## src/hdl/gscc_pkg.sv

```systemverilog
// Shared definitions for the graph strong connectivity check unit.
// Holds field widths, reset constants and the adjacency RAM control struct.
// Depends on nothing; every other file of the unit refers to it by scoped names.
package gscc_pkg;

    // Default and upper bound for the number of graph nodes.
    localparam int MAX_NODES_DEF = 64;

    // Fixed field widths of the stream and configuration ports.
    localparam int NODE_FIELD_W = 6;
    localparam int COUNT_W      = 7;
    localparam int S_TDATA_W    = 16;
    localparam int M_TDATA_W    = 16;

    // Reset value of the node count register.
    localparam logic [COUNT_W-1:0] NODE_COUNT_RESET = 7'd64;

    // Control group from the sequencer to the adjacency RAM.
    typedef struct packed {
        logic rd_en;
        logic wr_en;
        logic clear_all;
    } ram_ctl_t;

endpackage

```

## src/hdl/gscc_reach_unit.sv

```systemverilog
// Shared reachability step: folds one adjacency row into both visited sets.
// Forward: a visited source adds its row; reverse: a row hitting the set adds its node.
// Depends on gscc_pkg for the default node limit.
module gscc_reach_unit #(
    parameter int MAX_NODES = gscc_pkg::MAX_NODES_DEF
) (
    input  logic [MAX_NODES-1:0]         row,
    input  logic [$clog2(MAX_NODES)-1:0] row_idx,
    input  logic [MAX_NODES-1:0]         node_mask,
    input  logic [MAX_NODES-1:0]         seen_fwd,
    input  logic [MAX_NODES-1:0]         seen_rev,
    output logic [MAX_NODES-1:0]         seen_fwd_next,
    output logic [MAX_NODES-1:0]         seen_rev_next,
    output logic                         changed
);

    logic [MAX_NODES-1:0] row_bit;
    logic                 fwd_hit;
    logic                 rev_hit;

    assign row_bit = MAX_NODES'(1) << row_idx;

    // Forward walk follows the row's out-edges; reverse walk marks the row's node.
    assign fwd_hit       = seen_fwd[row_idx];
    assign rev_hit       = |(row & seen_rev);
    assign seen_fwd_next = fwd_hit ? (seen_fwd | (row & node_mask)) : seen_fwd;
    assign seen_rev_next = rev_hit ? (seen_rev | row_bit) : seen_rev;
    assign changed       = (seen_fwd_next != seen_fwd) || (seen_rev_next != seen_rev);

endmodule

```

## config.mk

```make
export PLATFORM = sky130hd
export DESIGN_NAME = gscc_reach_unit
export DESIGN_NICKNAME = d
export VERILOG_FILES = /design/src/hdl/gscc_pkg.sv /design/src/hdl/gscc_reach_unit.sv
export SDC_FILE = /design/constraint.sdc
export NUM_CORES = 1
export LEC_CHECK = 0
export BUFFER_PORTS_ARGS = -buffer_cell sky130_fd_sc_hd__buf_2
export CAP_MARGIN = 20
export CORE_AREA = 4 4 148 150
export DETAILED_ROUTE_END_ITERATION = 8
export DIE_AREA = 0 0 152 154
export PLACE_DENSITY_LB_ADDON = 0.1
export SLEW_MARGIN = 20
export SYNTH_ARGS = -nofsm -noshare
export SYNTH_HDL_FRONTEND = slang
export SYNTH_SLANG_ARGS = --single-unit
```

## constraint.sdc

```tcl
create_clock -name vclk -period 3.1
set_input_delay 0.62 -clock vclk [all_inputs]
set_output_delay 0.62 -clock vclk [all_outputs]
set_load 0.01 [all_outputs]
```

==> flow_metrics.tcl <==
set metrics [dict create \
    postCtsHoldBufs 0 \
    finalHoldViolCount 0 \
    port_buffers 391 \
    yosys.area.top_type "a31o_1" \
    max_cap_violations 0 \
    cp_slowest_cell "or4_4" \
    placedCellCount 1320 \
    grt_util_all_layers_pct 28.1 \
    worstPathArrival_ns 2.77 \
    required_ns 2.48 \
    hold_path_class "input pin to output pin" \
    syn_inst 473 \
    cpPeakStageDelay_ns 0.56 \
    antenna_found_initial 1 \
    synth_fp_nets 735 \
    seqCellArea_um2 0 \
    core_mm2 0.0207 \
    dr.pass1.iters 5 \
    finalPower_mw 1.51 \
    synth_top_area_share_pct 15.5 \
    routed_wl_mm 35.6 \
    status "finished, violations left" \
    dpl_cell_area_mm2 0.00720 \
    path_max_fanout 8 \
    post_drt_wl_per_cell_um 26.5 \
    drcViolationCount 0 \
    ant_nets 0 \
    dp.final_hpwl_mm 31.1 \
    die_h_um 154 \
    cp_num_cells 9 \
    ys_top_cells_by_area "a31o_1, o21bai_1, nand2_1" \
    area_growth_pct 147 \
    tns_ns -11.29 \
    vdd_drop_max_mv 0.0789 \
    grt_overflow 0 \
    max_slew_margin_pct 65.0 \
    worst_pin_slew_ns 0.524 \
    grt_max_degree 14 \
    finalCritPeriodShare_pct 109 \
    timing.final.ws_setup_ns -0.286 \
    yosys_warnings 0 \
    vias_per_cell 5.13 \
    finalNonFillerCells 1345 \
    critPathTopFamily "simple AND/OR/NAND/NOR gates" \
    fp.dieW_um 152 \
    cp-startpoint "row_idx[0]" \
    fin_area_mm2 0.00839 \
    maxSlewViolCount 0 \
    powerDensity_mw_per_mm2 180 \
    io_pins 391 \
    avgSynthCellArea_um2 7.17 \
    endpoint "changed" \
    crit_type "input pin to output pin" \
    grt_pass1_vias 7251 \
    setup_viol 129 \
    nNetsFinal 1333 \
    synth-seq-area-share_pct 0 \
    gp_congestion 0.959 \
    max_freq_ghz 0.295 \
    drt-initial-drc-count 463 \
    failed_checks "negative setup slack" \
    nClkBuffers 0 \
    vias 6904 \
    rows 53 \
    grt_pass1_wl_mm 49.3 \
    cp-end-kind "output pin" \
    post-route-min-period_ns 3.39 \
    ys_types 60 \
    start_util_pct 16.4 \
    rsz0062_at_grt "yes" \
    dieArea_mm2 0.0234 \
    n_fill_cell 2301 \
    drive_above_1_share_pct 67.0 \
    yosysMostFrequentCell "nand2_1" \
    p_leak_nw 3.95 \
    worst_hold_slack_ns 1.54 \
    synth.cells.most_frequent "nand2_1, o21bai_1, a31o_1, o22ai_1, nor2_1" \
    startpoint_type "input pin" \
    design.seq.count 0 \
    cp_cell_sequence "buf_16, buf_4, or3b_2, o32a_1, o22ai_2, or4_4, o41ai_4, o31ai_2, buf_2" \
    crit_buf_inv 3 \
    synthesis.area_mm2 0.00339 \
]
[cells in the final DEF (no fill, tap or decap), drive strengths merged, types with 6 or more instances in the layout]
cell	instances
a21oi	9
nor2	21
a22o	16
mux4	16
nor4	12
a22oi	6
nor3	10
a221oi	16
a31o	64
nand3	7
nand2	80
buf	628
o21bai	66
nand4	12
o22ai	37
[how the worst min path moves through the flow]
stage	start	end	slack [ns]	cells after the start
final	seen_fwd[63]	seen_fwd_next[63]	1.54	3
after CTS	seen_fwd[63]	seen_fwd_next[63]	1.54	3
after global placement	seen_fwd[51]	seen_fwd_next[51]	1.55	3
after detailed placement	seen_fwd[51]	seen_fwd_next[51]	1.55	3
after global routing	seen_fwd[63]	seen_fwd_next[63]	1.55	3
after floorplan	seen_fwd[0]	seen_fwd_next[0]	1.34	1
[metal layers]
layer,share of wire (%),track usage [%]
met5,0,0
met4,2.3,5.39
met3,6.2,3.24
met2,50,51.1
met1,41,35.8
[per-stage QoR]
stage                     setup WS [ns]  utilization, %
final                            -0.286            40.6
after detailed placement         -0.611            34.8
after floorplan                   0.127               -
after global routing             -0.303            40.6
after global placement           -0.658            34.8
after CTS                        -0.275            39.6
[what timing repair did]
action                                  in CTS  in global routing
endpoints found under the setup margin     129                129
cloned                                       8                  0
pin swaps                                  117                 19
setup buffers                               14                  2
gates resized for setup                    125                 37
[kinds of logic (layout without fill, tap and decap cells)]
group           after synthesis  count (layout)  share of synthesized area, %
other cells                   0               1                             0
mux                          23              23                          13.2
simple gates                175             175                          25.9
compound gates              240             240                          55.6
buf+inv                      35             631                          5.27
[power breakdown]
part	total (mW)	switching [mW]	internal (mW)
registers	0	0	0
logic	1.51	0.724	0.788
clock network	0.0000000431	0	0.0000000431
total	1.51	0.724	0.788
[final cells by class]
type,count,area [µm²],area share (%)
Tap cell,275,344,4.10
Multi-Input combinational cell,438,3650,43.5
Timing Repair Buffer,628,4380,52.2
Inverter,3,12.5,0.149
Antenna cell,1,2.50,0.0298
(Power assumes the default switching activity.)
